[src/sv/suv_pkg.sv]
// Package for the sphere UV mapping pipeline: item type, constants, CORDIC helpers.
`default_nettype none
package suv_pkg;

    localparam int CORDIC_STAGES = 16;
    localparam int TABLE_LEN     = 24;
    localparam int CORDIC_USED   = (CORDIC_STAGES < TABLE_LEN) ? CORDIC_STAGES : TABLE_LEN;
    localparam int SQRT_STEPS    = 22;
    localparam int W             = 27;
    localparam int SQ_W          = 43;
    localparam int IDX_W         = 5;

    localparam logic signed [W-1:0] QUARTER_TURN = W'(4194304);
    localparam logic signed [W-1:0] HALF_TURN    = W'(8388608);
    localparam logic signed [W-1:0] FULL_TURN    = W'(16777216);
    localparam logic signed [17:0]  Y_POLE       = 18'sd8192;

    localparam logic [16:0] Q16_ONE  = 17'd65536;
    localparam logic [16:0] Q16_HALF = 17'd32768;

    typedef enum logic [1:0] {
        KIND_NORMAL = 2'd0,
        KIND_TOP    = 2'd1,
        KIND_BOTTOM = 2'd2,
        KIND_OFF    = 2'd3
    } suv_kind_t;

    typedef struct packed {
        logic signed [W-1:0] a;
        logic signed [W-1:0] b;
        logic signed [W-1:0] acc;
    } suv_vec_t;

    typedef struct packed {
        suv_kind_t        kind;
        logic             z_zero;
        logic             z_neg;
        logic             x_neg;
        suv_vec_t         u;
        suv_vec_t         v;
        logic [SQ_W-1:0]  sq_n;
        logic [SQ_W-1:0]  sq_res;
    } suv_item_t;

    function automatic logic signed [W-1:0] atan_turns(input logic [IDX_W-1:0] i);
        logic signed [W-1:0] r;
        unique case (i)
            5'd0:    r = W'(2097152);
            5'd1:    r = W'(1238021);
            5'd2:    r = W'(654136);
            5'd3:    r = W'(332050);
            5'd4:    r = W'(166669);
            5'd5:    r = W'(83416);
            5'd6:    r = W'(41718);
            5'd7:    r = W'(20860);
            5'd8:    r = W'(10430);
            5'd9:    r = W'(5215);
            5'd10:   r = W'(2608);
            5'd11:   r = W'(1304);
            5'd12:   r = W'(652);
            5'd13:   r = W'(326);
            5'd14:   r = W'(163);
            5'd15:   r = W'(81);
            5'd16:   r = W'(41);
            5'd17:   r = W'(20);
            5'd18:   r = W'(10);
            5'd19:   r = W'(5);
            5'd20:   r = W'(3);
            5'd21:   r = W'(1);
            5'd22:   r = W'(1);
            default: r = W'(0);
        endcase
        return r;
    endfunction

    // One vectoring rotation: drive b toward zero.
    function automatic suv_vec_t cordic_step(input suv_vec_t p, input logic [IDX_W-1:0] i);
        suv_vec_t            r;
        logic signed [W-1:0] da;
        logic signed [W-1:0] db;
        da = p.b >>> i;
        db = p.a >>> i;
        if (!p.b[W-1]) begin
            r.a   = p.a + da;
            r.b   = p.b - db;
            r.acc = p.acc + atan_turns(i);
        end else begin
            r.a   = p.a - da;
            r.b   = p.b + db;
            r.acc = p.acc - atan_turns(i);
        end
        return r;
    endfunction

    function automatic logic [16:0] to_q16(input logic signed [W-1:0] val);
        logic signed [W-1:0] t;
        logic signed [W-1:0] q;
        logic [16:0]         r;
        t = val[W-1] ? W'(0) : val;
        q = (t + W'(128)) >>> 8;
        if (q > W'(65536)) begin
            r = Q16_ONE;
        end else begin
            r = q[16:0];
        end
        return r;
    endfunction

endpackage
`default_nettype wire

[src/sv/suv_sqrt_cell.sv]
// One step of the digit-by-digit square root, registered, with its valid bit.
`default_nettype none
module suv_sqrt_cell (
    input  wire logic                  clk,
    input  wire logic                  rst_n,
    input  wire logic [4:0]            stage,
    input  wire logic                  up_valid,
    input  wire suv_pkg::suv_item_t    up_data,
    output logic                       up_ready,
    output logic                       down_valid,
    output suv_pkg::suv_item_t         down_data,
    input  wire logic                  down_ready
);
    import suv_pkg::*;

    logic        valid_reg;
    suv_item_t   data_reg;
    suv_item_t   data_next;
    logic [SQ_W:0] trial;
    logic [SQ_W-1:0] bit_val;
    logic [5:0]  shamt;

    assign up_ready   = !valid_reg || down_ready;
    assign down_valid = valid_reg;
    assign down_data  = data_reg;

    always_comb begin
        shamt   = 6'd42 - {stage, 1'b0};
        bit_val = SQ_W'(1) << shamt;
        trial   = {1'b0, up_data.sq_res} + {1'b0, bit_val};
        data_next = up_data;
        if ({1'b0, up_data.sq_n} >= trial) begin
            data_next.sq_n   = up_data.sq_n - trial[SQ_W-1:0];
            data_next.sq_res = (up_data.sq_res >> 1) + bit_val;
        end else begin
            data_next.sq_res = up_data.sq_res >> 1;
        end
        // hand the running root to the elevation CORDIC lane
        data_next.v.a = W'(data_next.sq_res);
    end

    always_ff @(posedge clk or negedge rst_n) begin
        if (!rst_n) begin
            valid_reg <= 1'b0;
        end else if (up_ready) begin
            valid_reg <= up_valid;
        end
    end

    always_ff @(posedge clk) begin
        if (up_ready && up_valid) begin
            data_reg <= data_next;
        end
    end

endmodule
`default_nettype wire

[config.mk]
export PLATFORM = sky130hd
export DESIGN_NAME = suv_sqrt_cell
export DESIGN_NICKNAME = d
export VERILOG_FILES = /design/src/sv/suv_pkg.sv /design/src/sv/suv_sqrt_cell.sv
export SDC_FILE = /design/constraint.sdc
export NUM_CORES = 1
export LEC_CHECK = 0
export BUFFER_PORTS_ARGS = -buffer_cell sky130_fd_sc_hd__buf_2
export CORE_AREA = 2 2 199 201
export DETAILED_ROUTE_END_ITERATION = 6
export DIE_AREA = 0 0 201 203
export GPL_ROUTABILITY_DRIVEN = 1
export SETUP_SLACK_MARGIN = 0.4
export SLEW_MARGIN = 20
export SYNTH_ARGS = -nofsm -noshare
export SYNTH_HDL_FRONTEND = slang
export SYNTH_SLANG_ARGS = --single-unit
export TNS_END_PERCENT = 50
[constraint.sdc]
create_clock -name clk -period 12.32 [get_ports clk]
set_input_delay 0.616 -clock clk [delete_from_list [all_inputs] [get_ports clk]]
set_output_delay 0.616 -clock clk [all_outputs]
set_load 0.01 [all_outputs]
# After elaboration in Yosys (flattened, before gate mapping)
# Cells that the tools add are included.
op_classes:
  n_addsub: 4
  magnitude_cmp: 1
  shifts: 1
  n_mux: 2
  reduce_logical: 3
op_table:
  columns: ["cell", "count"]
  rows:
  - ["43-bit by 43-bit adder with 44-bit output", 1]
  - ["43-bit by 44-bit greater-or-equal comparator with 1-bit output", 1]
  - ["42-bit by 43-bit adder with 43-bit output", 1]
  - ["43-bit two-way mux", 1]
  - ["1-bit by 6-bit << shifter with 43-bit output (first input constant)", 1]
  - ["43-bit subtractor", 1]
  - ["42-bit two-way mux", 1]
  - ["6-bit subtractor (first input constant)", 1]
  - ["1-bit logical AND", 1]
  - ["1-bit logical NOT", 1]
  - ["1-bit logical OR", 1]
totals:
  regBits: 254
  in_bits: 262
  out_inout_bits: 255
  wordCells: 25

# Longest topological paths before layout
logic_depth:
  ltp_word: 5
  ltp_mapped: 30
  depth_no_buf: 29

# Least setup slack after synthesis
# OpenSTA, ideal clock, no wires.
synth_path:
  path_kind: "input port to flip-flop"
  startpoint: "input down_ready"
  endpoint: "register data_reg (netlist bit down_data[0]) (enable)"
  setup_ps: 616
  arrival_time_ps: 5981
  t_required_ps: 11704
  slack_ps: 5724
  path_stages: 2
  path_buffers: 0
  path_cell_list: "nand2b_1 and2_1"
synth_via:
  elab_chain_len: 2
synth_lines:
  columns: ["element", "line_no", "source"]
  rows:
  - ["from (decl)", "suv_sqrt_cell.sv:12", "input wire logic down_ready"]
  - ["1-bit logical OR", "suv_sqrt_cell.sv:23", "assign up_ready = !valid_reg || down_ready;"]
  - ["1-bit logical AND", "suv_sqrt_cell.sv:51", "if (up_ready && up_valid) begin"]
  - ["to (signal assigned)", "suv_sqrt_cell.sv:52", "data_reg <= data_next;"]
  - ["to (decl)", "suv_sqrt_cell.sv:17", "suv_item_t data_reg;"]
# Every way passes these cells.
# A chain may end at the register's enable or synchronous reset.

==> impl_results.md <==
* Result of the run: completed
* Final Worst Setup Slack at 4840 ps
* Post-route insts no fill at 2258
* Mean number of vias per cell at 5.09
* DP Wirelength at 36300 µm
* Number of CTS-inserted buffers at 26
* Relative slew margins at 0.372
* Boundary pin count at 517
* Drt drc at 0
* Post-Syn Area at 0.0136 mm²
* Post-synthesis cell count at 1255
* Layout cell share with drive strength beyond 1 at 0.329
* Accumulated negative setup slack at 0 ps
* Clock-pin slew of the registers on the worst-case setup and hold paths at 70 ps
* Most frequently used flop master after synthesis: edfxtp_1
* Worst voltage drop across the vdd grid at 100 µV
* Count of flip-flops with a built-in enable after synthesis at 226
* Clock sink count at 227
* Total Die Area at 0.0408 mm²
* DRT Wirelength at 44400 µm
* Clock latency on the worst-skew pair at 550 ps
* Type of the tightest min-delay check: in -> reg
* Critical path endpoint category: flop
* Starting density of the core at 0.354
* TritonCTS clock tree: done
* Part of the cycle the worst path needs at 0.607
* Register-to-Register Path Depth at 4
* Number of synthesized register bits at 227
* Core box area at 0.0385 mm²
* Routed vias at 11.5k
* Share of synthesized cell area in full adder, half adder and majority cells at 0.0824
* DIE HEIGHT at 203 µm
* Wire length of the first global-routing pass at 65700 µm
* Hold path depth at 1
* Routed WL per cell at 19.7 µm
* Power per Cell Area at 132 mW/mm²
* Total of endpoints with negative setup slack in the final report at 0
* Kind of launch point of the worst setup path: input port
* Violation count after the first detailed-route iteration at 510
* Area fraction in compound gates after synthesis at 0.174
* Ys Warns at 0
* Last weighted congestion value of the routability-driven placer at 0.889
* # port buffers at 489
* Post-synthesis share of cell area spent on and, or, nand and nor gates at 0.124
* Final critical path time including I/O delays and setup at 7480 ps
* Clk_skew at 17.1 ps
* Filler cell count in the final layout at 3684
* Post-synthesis sequential area ratio at 0.500
* Antenna violations before repair at 21
* Net count reported at finish at 2058
* Crit Path Category: in -> reg
* Largest net degree at the start of global routing at 81
* Actual slew at the worst max-slew pin at 941 ps
* Count of TritonRoute iterations in the first routing pass at 5
* Total track usage at 0.209
* Unrepaired setup endpoints after global routing: no
* Peak fanout along the critical path at 80
* Largest family of logic cells by synthesized area: compound AO/OA/AOI/OAI gates
* Multiplexer area fraction after synthesis at 0.00652
* Residual overflow from global routing at 0
* Total instance count after detailed placement at 2199
* Hold violation count in the final report at 0
* Upper clock frequency limit at 134 MHz
* Share of the synthesized netlist area taken by xor and xnor gates at 0.0797
* Synth Net Count at 1603
* Die width at 201 µm
* Number of levels in the clock H-tree at 1
* Async set or reset register ratio after synthesis at 0.00441
* Library cells used by synthesis at 77
* Number of slew-limit violations in the final report at 0
* Clock Tree Root: clkbuf_16
* Pleak at 7.29 nW
* Average cell area after synthesis at 10.9 µm²
* Req. time, crit path at 12610 ps
* Maximum buffer depth of the clock tree at 3
* Worst endpoint data arrival time at 7770 ps
* Number of standard-cell rows in the floorplan at 72
* Syn-to-layout area delta at 27.5%
* Max-cap viol count at 0
* Vias in the first global route at 11.2k
* Detail Route Antenna Nets at 0
* DP Worst Slack at 4300 ps
-- layer usage --
metal / wire [µm] / up-vias / global-route usage
li1: - / 5602 / -
met1: 18200 / 5405 / 0.250
met2: 22600 / 405 / 0.377
met3: 2540 / 73 / 0.0360
met4: 1090 / 0 / 0.0728
met5: 0 / - / 0
-- what timing repair did --
action,in CTS,in global routing
hold buffers,1,0
hold endpoints to repair,1,0
buffers inserted,0,0
setup endpoints to repair,0,0
resized for setup,0,0
-- critical path, stage by stage --
cell	delay, ps
buf_2	140
ha_1	320
nand3b_1	210
o31ai_1	140
nand2_1	140
nor2_1	240
ha_1	220
ha_1	250
o221ai_1	170
a21o_1	250
o41ai_2	460
nor3_1	150
o31ai_1	420
nor2b_1	230
o21ai_0	110
xor2_1	160
ha_1	410
and4_1	280
a221o_1	310
a31oi_1	230
o21ai_0	180
a21o_1	280
o221ai_4	170
buf_4	510
buf_4	640
mux2_2	410
-- stage by stage --
step / utilization / area (µm²) / hold slack [ps] / power [W]
6_report: 0.452 / 17400 / 241 / 0.00229
5_1_grt: 0.452 / 17400 / 216 / 0.00240
4_1_cts: 0.451 / 17400 / 214 / 0.00232
3_5_place_dp: 0.425 / 16400 / 392 / 0.00142
3_3_place_gp: 0.425 / 16400 / 392 / 0.00142
2_1_floorplan: - / 13600 / 320 / 0.00126
-- cells in the final DEF, fill, tap and decap left out, drive strengths merged, types with 31 or more instances in the layout --
cell	count
xnor2	52
o21ai	122
edfxtp	226
nand2	137
clkbuf	31
xor2	72
a21oi	73
a31oi	32
ha	85
buf	494
nor2	94
-- registers in the layout, indices dropped and copies added, names as in the netlist --
signal and count:
down_data 226, down_valid 1
-- area by class of cell --
type / instances / area (µm²) / share of cell area
diodes: 11 / 27.5 / 0.00158
clock buffers: 31 / 691 / 0.0397
clock inverters: 16 / 294 / 0.0169
inverters: 17 / 63.8 / 0.00367
multi-input cells: 943 / 6350 / 0.365
flip-flops and latches: 227 / 6810 / 0.392
well taps: 518 / 648 / 0.0373
repair buffers: 495 / 2490 / 0.144
-- synthesized netlist by cell type (14+ instances only) --
cell type	instances	area [µm²]
edfxtp_1	226	6790
nand2_1	137	514
o21ai_0	110	551
nor2_1	93	349
ha_1	85	1060
a21oi_1	73	365
xor2_1	72	631
xnor2_1	52	455
buf_4	34	255
a31oi_1	31	194
a21o_1	30	225
clkbuf_1	27	101
nand4_1	21	131
inv_1	17	63.8
nand2b_1	17	106
nand3_1	16	80.1
and2_1	14	87.6
-- kinds of logic after synthesis --
logic type / after synthesis
and+or+nand+nor: 361
AOI/OAI and AO/OA: 360
DFF: 227
xor gates and xnor gates: 124
adders and majority gates: 90
buffers and inverters: 85
muxes: 8
-- worst paths after layout --
check                                  start              to  slack (ps)
worst max-delay path                stage[1]   down_data[44]        4840
worst min-delay path            up_data[230]  down_data[230]         240
worst max register to register    down_valid  down_data[128]        9230
worst min register to register    down_valid      down_valid         560
max in group asynchronous              rst_n      down_valid       11840
min in group asynchronous              rst_n      down_valid         400
-- power by group --
part	switching, W	leakage (nW)	internal (W)
clock network	0.000317	0.478	0.000568
registers	0.0000178	2.17	0.000925
logic	0.000281	4.65	0.000180
Note: power is estimated with default switching activity, not from simulation.
