File: src/sv/suv_pkg.sv
// Package for the sphere UV mapping pipeline: item type, constants, CORDIC helpers.
`default_nettype none
package suv_pkg;

    localparam int CORDIC_STAGES = 16;
    localparam int TABLE_LEN     = 24;
    localparam int CORDIC_USED   = (CORDIC_STAGES < TABLE_LEN) ? CORDIC_STAGES : TABLE_LEN;
    localparam int SQRT_STEPS    = 22;
    localparam int W             = 27;
    localparam int SQ_W          = 43;
    localparam int IDX_W         = 5;

    localparam logic signed [W-1:0] QUARTER_TURN = W'(4194304);
    localparam logic signed [W-1:0] HALF_TURN    = W'(8388608);
    localparam logic signed [W-1:0] FULL_TURN    = W'(16777216);
    localparam logic signed [17:0]  Y_POLE       = 18'sd8192;

    localparam logic [16:0] Q16_ONE  = 17'd65536;
    localparam logic [16:0] Q16_HALF = 17'd32768;

    typedef enum logic [1:0] {
        KIND_NORMAL = 2'd0,
        KIND_TOP    = 2'd1,
        KIND_BOTTOM = 2'd2,
        KIND_OFF    = 2'd3
    } suv_kind_t;

    typedef struct packed {
        logic signed [W-1:0] a;
        logic signed [W-1:0] b;
        logic signed [W-1:0] acc;
    } suv_vec_t;

    typedef struct packed {
        suv_kind_t        kind;
        logic             z_zero;
        logic             z_neg;
        logic             x_neg;
        suv_vec_t         u;
        suv_vec_t         v;
        logic [SQ_W-1:0]  sq_n;
        logic [SQ_W-1:0]  sq_res;
    } suv_item_t;

    function automatic logic signed [W-1:0] atan_turns(input logic [IDX_W-1:0] i);
        logic signed [W-1:0] r;
        unique case (i)
            5'd0:    r = W'(2097152);
            5'd1:    r = W'(1238021);
            5'd2:    r = W'(654136);
            5'd3:    r = W'(332050);
            5'd4:    r = W'(166669);
            5'd5:    r = W'(83416);
            5'd6:    r = W'(41718);
            5'd7:    r = W'(20860);
            5'd8:    r = W'(10430);
            5'd9:    r = W'(5215);
            5'd10:   r = W'(2608);
            5'd11:   r = W'(1304);
            5'd12:   r = W'(652);
            5'd13:   r = W'(326);
            5'd14:   r = W'(163);
            5'd15:   r = W'(81);
            5'd16:   r = W'(41);
            5'd17:   r = W'(20);
            5'd18:   r = W'(10);
            5'd19:   r = W'(5);
            5'd20:   r = W'(3);
            5'd21:   r = W'(1);
            5'd22:   r = W'(1);
            default: r = W'(0);
        endcase
        return r;
    endfunction

    // One vectoring rotation: drive b toward zero.
    function automatic suv_vec_t cordic_step(input suv_vec_t p, input logic [IDX_W-1:0] i);
        suv_vec_t            r;
        logic signed [W-1:0] da;
        logic signed [W-1:0] db;
        da = p.b >>> i;
        db = p.a >>> i;
        if (!p.b[W-1]) begin
            r.a   = p.a + da;
            r.b   = p.b - db;
            r.acc = p.acc + atan_turns(i);
        end else begin
            r.a   = p.a - da;
            r.b   = p.b + db;
            r.acc = p.acc - atan_turns(i);
        end
        return r;
    endfunction

    function automatic logic [16:0] to_q16(input logic signed [W-1:0] val);
        logic signed [W-1:0] t;
        logic signed [W-1:0] q;
        logic [16:0]         r;
        t = val[W-1] ? W'(0) : val;
        q = (t + W'(128)) >>> 8;
        if (q > W'(65536)) begin
            r = Q16_ONE;
        end else begin
            r = q[16:0];
        end
        return r;
    endfunction

endpackage
`default_nettype wire

File: src/sv/suv_cordic_cell.sv
// One CORDIC vectoring stage for both the azimuth and the elevation lane.
`default_nettype none
module suv_cordic_cell (
    input  wire logic                  clk,
    input  wire logic                  rst_n,
    input  wire logic [4:0]            stage,
    input  wire logic                  up_valid,
    input  wire suv_pkg::suv_item_t    up_data,
    output logic                       up_ready,
    output logic                       down_valid,
    output suv_pkg::suv_item_t         down_data,
    input  wire logic                  down_ready
);
    import suv_pkg::*;

    logic      valid_reg;
    suv_item_t data_reg;
    suv_item_t data_next;

    assign up_ready   = !valid_reg || down_ready;
    assign down_valid = valid_reg;
    assign down_data  = data_reg;

    always_comb begin
        data_next   = up_data;
        data_next.u = cordic_step(up_data.u, stage);
        data_next.v = cordic_step(up_data.v, stage);
    end

    always_ff @(posedge clk or negedge rst_n) begin
        if (!rst_n) begin
            valid_reg <= 1'b0;
        end else if (up_ready) begin
            valid_reg <= up_valid;
        end
    end

    always_ff @(posedge clk) begin
        if (up_ready && up_valid) begin
            data_reg <= data_next;
        end
    end

endmodule
`default_nettype wire

File: config.mk
export PLATFORM = sky130hd
export DESIGN_NAME = suv_cordic_cell
export DESIGN_NICKNAME = d
export VERILOG_FILES = /design/src/sv/suv_pkg.sv /design/src/sv/suv_cordic_cell.sv
export SDC_FILE = /design/constraint.sdc
export NUM_CORES = 1
export LEC_CHECK = 0
export BUFFER_PORTS_ARGS = -buffer_cell sky130_fd_sc_hd__buf_2
export CORE_MARGIN = 2
export CORE_UTILIZATION = 25
export DETAILED_ROUTE_END_ITERATION = 6
export PLACE_DENSITY_LB_ADDON = 0.2
export SYNTH_ARGS = -nofsm -noshare
export SYNTH_HDL_FRONTEND = slang
export SYNTH_SLANG_ARGS = --single-unit
export TNS_END_PERCENT = 1
File: constraint.sdc
create_clock -name clk -period 6.55 [get_ports clk]
set_input_delay 0.655 -clock clk [delete_from_list [all_inputs] [get_ports clk]]
set_output_delay 0.655 -clock clk [all_outputs]
set_load 0.005 [all_outputs]
# --- After elaboration in Yosys (flattened, before gate mapping) ---
# Memory sizes are Yosys's and may differ from the RTL's.
# Cells that the tools add are included.
word_totals:
  register_bits: 254
  romBits: 2816
  in_bits: 262
  output_inout_bits: 255
  word_cells: 42
  memories: 4
mem_list:
  columns: ["name", "words", "width", "rd", "rd_ports_with_merged_regs", "write_ports", "line_no", "text"]
  rows:
  - ["(no name shown)", 32, 22, 1, 0, 0, "suv_pkg.sv:47", "unique case (i)"]
  - ["(no name shown)", 32, 22, 1, 0, 0, "suv_pkg.sv:47", null]
  - ["(no name shown)", 32, 22, 1, 0, 0, "suv_pkg.sv:47", null]
  - ["(no name shown)", 32, 22, 1, 0, 0, "suv_pkg.sv:47", null]
classes:
  addsub: 12
  shift: 4
  mux: 6
  n_reduce_logical: 3
ops:
  columns: ["op", "count"]
  rows:
  - ["$add 27x27->27", 6]
  - ["$mux 81", 2]
  - ["$sub 27x27->27", 6]
  - ["$mux 27", 4]
  - ["$sshr 27x5->27", 4]
  - ["$logic_and 1x1->1", 1]
  - ["$logic_not 1->1", 1]
  - ["$logic_or 1x1->1", 1]

# --- Depth between registers and ports, before layout ---
# Gate-level depths: netlist (run 1).
# An unclocked memory read counts as a cell.
logic_depth:
  word_depth: 4
  depth_mapped: 31
  mapped_depth_nobuf: 24

# --- Least setup slack after synthesis (run 1) ---
# No wires, ideal clock.
synth_timing:
  path_kind: "input to register"
  from: "input port down_ready"
  to: "register data_reg (netlist bit down_data[0]) (enable)"
  setup_time_ps: 647
  t_arrival_ps: 6575
  t_required_ps: 5903
  path_slack_ps: -672
  cell_stages: 2
  n_path_buf: 0
  cell_sequence: "nand2b_1 and2_1"
synth_between:
  elab_chain_cells: 2
synth_rtl:
  columns: ["element", "line_no", "text"]
  rows:
  - ["from (decl)", "suv_cordic_cell.sv:12", "input wire logic down_ready"]
  - ["$logic_or 1x1->1", "suv_cordic_cell.sv:20", "assign up_ready = !valid_reg || down_ready;"]
  - ["$logic_and 1x1->1", "suv_cordic_cell.sv:39", "if (up_ready && up_valid) begin"]
  - ["to (signal assigned)", "suv_cordic_cell.sv:40", "data_reg <= data_next;"]
  - ["to (decl)", "suv_cordic_cell.sv:17", "suv_item_t data_reg;"]
# Every way passes these cells.
# A chain may end at the register's enable or synchronous reset.

==> key figures, run 1 <==
Outcome
  • Status: completed

Floorplan
  • Num rows: 117
  • Initial core utilization: 0.252
  • Die Y: 325 um
  • Die area: 105,000 um2
  • Ports: 517
  • Core Box Area: 102,000 um2
  • Die width: 325 um

Route
  • Final ANT Viol Nets: 0
  • Drc violations: 0
  • DR vias: 23,700
  • Pre-antenna DRT Iters: 6
  • Vias per cell: 5.16
  • DRT Wirelength: 104,000 um
  • Post-detailed-route wirelength per cell: 22.6 um
  • DRT iter0 DRCs: 1,996

Timing
  • Max-slew violations: 0
  • Clock skew: 12.0 ps
  • Final Hold Fails: 0
  • Fmax: 167 MHz
  • Hold Slack: 268 ps
  • Worst slew pin tran: 1220 ps
  • Fin crit period: 5990 ps
  • Period utilisation layout: 0.914
  • RSZ-0062 raised after global routing: false
  • Rel. slew slack: 0.175
  • # setup viols final: 0

Clocking
  • Number of CTS-inserted buffers: 36
  • Reg clk slew, reported paths: 50 ps
  • CTS tree: yes
  • Clock root cell: clkbuf_16
  • CTS Sinks: 254
  • Post-CTS setup buffer count: 0
  • H-tree depth: 2
  • Hold-fix buffers at CTS: 1
  • Worst-Skew Late Latency: 570 ps
  • Post-CTS Resized: 0
  • Maximum clock path buffer count: 3

Finish
  • Area delta synth->final: 24.1%
  • Fraction of layout cells with a size suffix above 1: 0.290
  • Nets: 3,648
  • Core Util, Final: 0.313
  • Non-filler instance count after layout: 4,605

Global routing
  • Initial antenna violation count: 23
  • All-Layer GR Usage: 0.190
  • First-pass GRT wire length: 153,000 um
  • Vias in the first global route: 23,200
  • Met3 Use GR: 0.0416
  • Met1 Use GR: 0.244
  • Met2 GRT Util: 0.317
  • Busiest grt layer: met2
  • Largest net degree at the start of global routing: 149
  • Grt ovf: 0

Synthesis
  • Largest family of logic cells by synthesized area: compound AO/OA/AOI/OAI gates
  • Xor-xnor portion of the synthesized cell area: 0.0797
  • Net Count, Synth: 3,062
  • Mean area per synthesized cell: 9.82 um2
  • Post-Syn Area: 25,700 um2
  • Post-synthesis mux area share: 0.172
  • Post-Synth Adder-Cell Area: 0.0904
  • Cells after Synth: 2,618
  • Register area share after synthesis: 0.297
  • FF+latch count, synth: 254
  • Synth warnings: 0
  • Asr flop ratio synth: 0.00394
  • Simple-Gate Fraction of Synth Area: 0.141
  • Compound-Gate Fraction of Synth Area: 0.176
  • Synth unique cells: 100
  • EDFF count, synth: 253
  • Main synth FF type: edfxtp_1

Power
  • Worst vdd ir: 138 uV
  • Leakage: 13.5 nW
  • Pwr dens: 225 nW/um2

Placement
  • Routability cong.: 0.946
  • Port Buffers: 516
  • Dpl hpwl: 83,200 um
  • Post-Place Cells: 4,533

Worst setup path
  • Crit Path Class: primary input to flop
  • Crit path DAT: 6290 ps
  • Critical Path Start Type: primary input
  • Worst Reg2Reg Path Length in Cells: 3
  • Critical Path Fanout Max: 21
  • Critical path required time: 6850 ps
  • Worst setup EP type: flop

Min path
  • Hold path cells: 1
  • Worst hold path type: primary input to flop

Run
  • Max-cap viol count: 0
-- state kept, by name (all words and copies together), names as in the netlist --
register and flops:
down_data 253, down_valid 1
-- area by class of cell --
| cell class | count | area, um2 |
|---|---|---|
| multi-input combinational | 2141 | 17000 |
| clock inverter | 16 | 220 |
| fill | 10800 | 70000 |
| timing repair buffer | 688 | 4090 |
| inverter | 83 | 325 |
| clock buffer | 46 | 938 |
| antenna | 9 | 22.5 |
| tap | 1368 | 1710 |
| sequential | 254 | 7620 |
-- where the power goes --
part	internal, mW	switching, mW	leakage [nW]
Sequential	2.13	0.0580	2.42
Combinational	1.31	1.69	10.5
Clock	1.21	0.759	0.566
-- critical path: stages --
cell and delay (ps):
clkbuf_8 250, buf_12 230, mux2_2 370, mux4_2 480, nand2_1 80, o21ai_0 200
a21oi_1 260, ha_1 220, inv_1 50, a211o_1 250, nor4_4 200, nor2_1 90
xnor2_1 150, ha_1 350, a21o_1 200, a21o_1 170, a21o_1 180, o311a_1 290
o31a_1 280, a2111oi_0 460, buf_4 200, o31ai_1 130, a41oi_1 280, o21bai_1 100
xor2_1 140
-- placed cells by master (no fill, tap or decap), types with 12 or more instances in the layout --
| cell | synthesis | layout |
|---|---|---|
| buf_12 | 2 | 15 |
| edfxtp_1 | 253 | 253 |
| ha_1 | 176 | 176 |
| nand2b_1 | 33 | 33 |
| mux2_2 | 45 | 45 |
| nor2_1 | 215 | 214 |
| o21ai_0 | 114 | 114 |
| a21oi_1 | 215 | 215 |
| clkbuf_16 | 0 | 36 |
| mux4_2 | 106 | 106 |
| o22ai_1 | 17 | 17 |
| a211oi_1 | 21 | 21 |
| nor3_1 | 56 | 56 |
| nand4_1 | 12 | 12 |
| o21bai_1 | 13 | 13 |
| nand2_1 | 203 | 203 |
| or2_2 | 14 | 14 |
| buf_4 | 14 | 162 |
| o31ai_1 | 14 | 14 |
| and3_1 | 38 | 38 |
| o211ai_1 | 21 | 21 |
| inv_1 | 78 | 76 |
| o21a_1 | 23 | 23 |
| xnor2_1 | 149 | 149 |
| mux2i_1 | 113 | 113 |
| xor2_1 | 85 | 85 |
| nor2b_1 | 39 | 39 |
| nand3_1 | 52 | 52 |
| buf_2 | 30 | 509 |
| a31oi_1 | 38 | 38 |
| mux4_1 | 15 | 15 |
| and2_1 | 29 | 28 |
| a21o_1 | 85 | 85 |
-- metrics by stage --
stage	instance area [um2]	power (mW)	setup WS, ps	setup TNS (ps)
2_1_floorplan	25700	4.15	-305	-378
3_3_place_gp	30700	5.25	-95.8	-95.8
3_5_place_dp	30700	5.23	10.8	0
4_1_cts	31900	7.30	601	0
5_1_grt	31900	7.65	123	0
6_report	31900	7.16	561	0
-- synthesized netlist by cell type, drive strengths merged (33+ instances only) --
| cell type | count | area (um2) |
|---|---|---|
| nor2b | 39 | 244 |
| and3 | 39 | 245 |
| nand3 | 52 | 260 |
| a31oi | 38 | 238 |
| nand2b | 33 | 206 |
| a21oi | 215 | 1080 |
| nand2 | 204 | 768 |
| mux2 | 45 | 507 |
| clkbuf | 62 | 303 |
| edfxtp | 253 | 7600 |
| mux2i | 113 | 1130 |
| inv | 80 | 300 |
| buf | 78 | 498 |
| xnor2 | 149 | 1310 |
| ha | 176 | 2200 |
| nor2 | 215 | 807 |
| o21ai | 114 | 571 |
| a21o | 86 | 647 |
| nor3 | 56 | 280 |
| xor2 | 85 | 744 |
| mux4 | 121 | 2780 |
-- cell families after synthesis --
| family | after synthesis |
|---|---|
| AO/OA/AOI/OAI | 695 |
| XOR/XNOR | 234 |
| adder cells (fa/ha/maj) | 182 |
| buffers and inverters | 223 |
| flip-flops | 254 |
| multiplexers | 279 |
| AND/OR/NAND/NOR | 751 |
-- per-layer routing --
metal  share of wire  up-vias
met1            0.42    11400
met2            0.47      984
li1                -    11200
met4           0.031       24
met3           0.071      193
met5          0.0014        -
-- final timing paths --
check / startpoint / end / slack (ps)
max in group asynchronous: rst_n / down_valid$_DFFE_PN0N_ / 6070
hold / removal: up_data[11] / down_data[11]$_DFFE_PP_ / 270
hold reg to reg: down_valid$_DFFE_PN0N_ / down_valid$_DFFE_PN0N_ / 540
min in group asynchronous: rst_n / down_valid$_DFFE_PN0N_ / 400
setup reg to reg: down_valid$_DFFE_PN0N_ / down_data[246]$_DFFE_PP_ / 4610
setup / recovery: stage[0] / down_data[219]$_DFFE_PP_ / 560
Power figures use the tool's default switching activity.
==> run 2: changes to the inputs <==
- PLACE_DENSITY_LB_ADDON: 0.2 -> 0.15
==> run 2 against run 1 <==
Effect of this change: register-to-register slack lost 90 ps; power up 2.1%; core utilization increased by 0.32 points.
==> key figures, run 2 (synthesis gave the netlist of run 1 again) <==
Outcome
  • Status: completed

Finish
  • Most frequent cells in the layout: 509 x buf_2, 253 x edfxtp_1, 215 x a21oi_1
  • Core Util, Final: 0.316 (+0.00324)
  • Area delta synth->final: 25.3%
  • Largest register FFs: 253 (unchanged)
  • Nets: 3,692 (+1.2%)
  • Filler cells: 10,700 (-0.21%)
  • Most common cell after layout, fill and taps aside: buf_2
  • Non-filler instance count after layout: 4,654 (+1.1%)
  • Fraction of layout cells with a size suffix above 1: 0.300 (+0.0102)

Worst setup path
  • Crit Path Class: primary input to flop
  • Crit path DAT: 6350 ps (+60 ps)
  • Critical path required time: 6890 ps (+40 ps)
  • Critical Path Start Type: primary input
  • Critical Path Fanout Max: 14 (-33%)
  • Worst Reg2Reg Path Length in Cells: 3 (unchanged)
  • Worst setup EP type: flop

Floorplan
  • Die area: 105,000 um2 (unchanged)
  • Initial core utilization: 0.252 (unchanged)
  • Die width: 325 um (unchanged)
  • Die Y: 325 um (unchanged)
  • Ports: 517 (unchanged)
  • Num rows: 117 (unchanged)
  • Core Box Area: 102,000 um2 (unchanged)

Power
  • Sw Ratio: 0.356 (+0.00570)
  • Leakage: 13.7 nW (+1.6%)
  • Register share of total power: 0.300 (-0.006)
  • Cell-internal power: 4.71 mW (+1.2%)
  • Worst vdd ir: 156 uV (+13%)
  • P_sw: 2.60 mW (+3.7%)
  • Gate power share: 0.423 (+0.003)
  • Pwr dens: 227 nW/um2 (+1.0%)
  • Clock power share: 0.277 (+0.002)

Clocking
  • Worst-Skew Late Latency: 590 ps (+20 ps)
  • Maximum clock path buffer count: 3 (unchanged)
  • Post-CTS setup buffer count: 0 (unchanged)
  • H-tree depth: 2 (unchanged)
  • CTS tree: yes
  • Reg clk slew, reported paths: 60 ps (about the same)
  • Number of CTS-inserted buffers: 36 (unchanged)
  • CTS Sinks: 254 (unchanged)
  • Post-CTS Resized: 0 (unchanged)
  • Clock root cell: clkbuf_16

Placement
  • DP Worst Slack: 20.6 ps (+9.76 ps)
  • Dpl hpwl: 85,400 um (+2.6%)
  • Routability cong.: 0.914 (-3.4%)
  • Post-Place Cells: 4,577 (+0.97%)
  • Port Buffers: 516 (unchanged)

Timing
  • Period utilisation layout: 0.918 (+0.00322)
  • Fmax: 166 MHz (-0.35%)
  • Max-slew violations: 0 (unchanged)
  • Hold Slack: 244 ps (-24.3 ps)
  • Worst setup margin: 540 ps (-21.1 ps)
  • Fin crit period: 6010 ps (+21.1 ps)
  • Rel. slew slack: 0.425 (+0.249)
  • Worst slew pin tran: 841 ps (-380 ps)
  • Final Hold Fails: 0 (unchanged)
  • Clock skew: 14.2 ps (+2.17 ps)
  • # setup viols final: 0 (unchanged)
  • RSZ-0062 raised after global routing: false

Global routing
  • Largest net degree at the start of global routing: 106 (-29%)
  • All-Layer GR Usage: 0.195 (+0.00428)
  • First-pass GRT wire length: 155,000 um (+1.5%)
  • Vias in the first global route: 23,600 (+1.9%)
  • Grt ovf: 0 (unchanged)
  • Initial antenna violation count: 34 (+48%)

Run
  • Max-cap viol count: 0 (unchanged)

Route
  • Pre-antenna DRT Iters: 5 (-1)
  • Drc violations: 0 (unchanged)
  • Vias per cell: 5.14 (-0.28%)
  • Post-detailed-route wirelength per cell: 22.9 um (+1.5%)
  • DRT iter0 DRCs: 1,747 (-12%)
  • DRT Wirelength: 107,000 um (+2.6%)
  • Final ANT Viol Nets: 0 (unchanged)
  • DR vias: 23,900 (+0.78%)

Min path
  • Worst hold path type: primary input to flop
  • Hold path cells: 1 (unchanged)
## run 2: changes by cell type in the layout (fill, tap and decap cells not counted), sizes merged
cell / change
buf: +45
clkbuf: -7
clkinv: +6
diode: +2
inv: +2
clkinvlp: +1
## run 2: final cells by class
class	instances	area [um2]	area share
clock inverter	25	287	0.00889
sequential	254	7620	0.237
inverter	83	325	0.0101
tap	1368	1710	0.0531
multi-input combinational	2141	17000	0.526
antenna	11	27.5	0.000854
clock buffer	40	916	0.0284
timing repair buffer	732	4370	0.136
## run 2: power by group through the flow
| stage | Sequential [mW] | Combinational, mW | Clock (mW) |
|---|---|---|---|
| floorplan | 2.26 | 1.89 | 0 |
| global placement | 2.23 | 3.13 | 0 |
| detailed placement | 2.23 | 3.10 | 0 |
| CTS | 2.20 | 3.12 | 2.12 |
| global route | 2.21 | 3.41 | 2.18 |
| finish | 2.19 | 3.09 | 2.03 |
## run 2: critical path, cell delays in order
cell       delay (ps)
buf_8             200
mux4_1            620
mux2_2            290
mux4_2            510
a21o_1            220
or3_4             390
or2_1             250
or4_1             410
xor2_1            170
o22ai_2           100
ha_1              330
a21o_1            170
a21o_1            170
a21oi_1           200
a2111oi_0         130
buf_4             180
o311a_1           370
o21a_1            190
o21ai_0           450
mux2i_1           250
nand2_1            60
## run 2: path summary, 6_finish.rpt
kind,end,startpoint,slack (ps)
max,down_data[165]$_DFFE_PP_,stage[0],540
min,down_data[251]$_DFFE_PP_,up_data[251],240
max reg2reg,down_data[228]$_DFFE_PP_,down_valid$_DFFE_PN0N_,4520
min reg2reg,down_valid$_DFFE_PN0N_,down_valid$_DFFE_PN0N_,550
max in group asynchronous,down_valid$_DFFE_PN0N_,rst_n,6070
min in group asynchronous,down_valid$_DFFE_PN0N_,rst_n,390
## run 2: layer usage
layer | share of wire | vias up | GRT usage
li1 | - | 11300 | -
met1 | 0.43 | 11500 | 0.250
met2 | 0.46 | 961 | 0.320
met3 | 0.077 | 203 | 0.0495
met4 | 0.030 | 38 | 0.0586
met5 | 0.0020 | - | 0
## run 2: metrics by stage
step / instance area, um2 / power (mW) / TNS, ps
after floorplan: 25700 / 4.15 / -378
after global placement: 31000 / 5.35 / 0
after detailed placement: 31000 / 5.32 / 0
after CTS: 32200 / 7.44 / 0
after global routing: 32200 / 7.80 / 0
final: 32200 / 7.31 / 0
## run 2: repair_timing
item	4_1_cts	5_1_grt
hold buffers	1	0
endpoints found under the hold margin	1	0
setup endpoints to repair	0	0
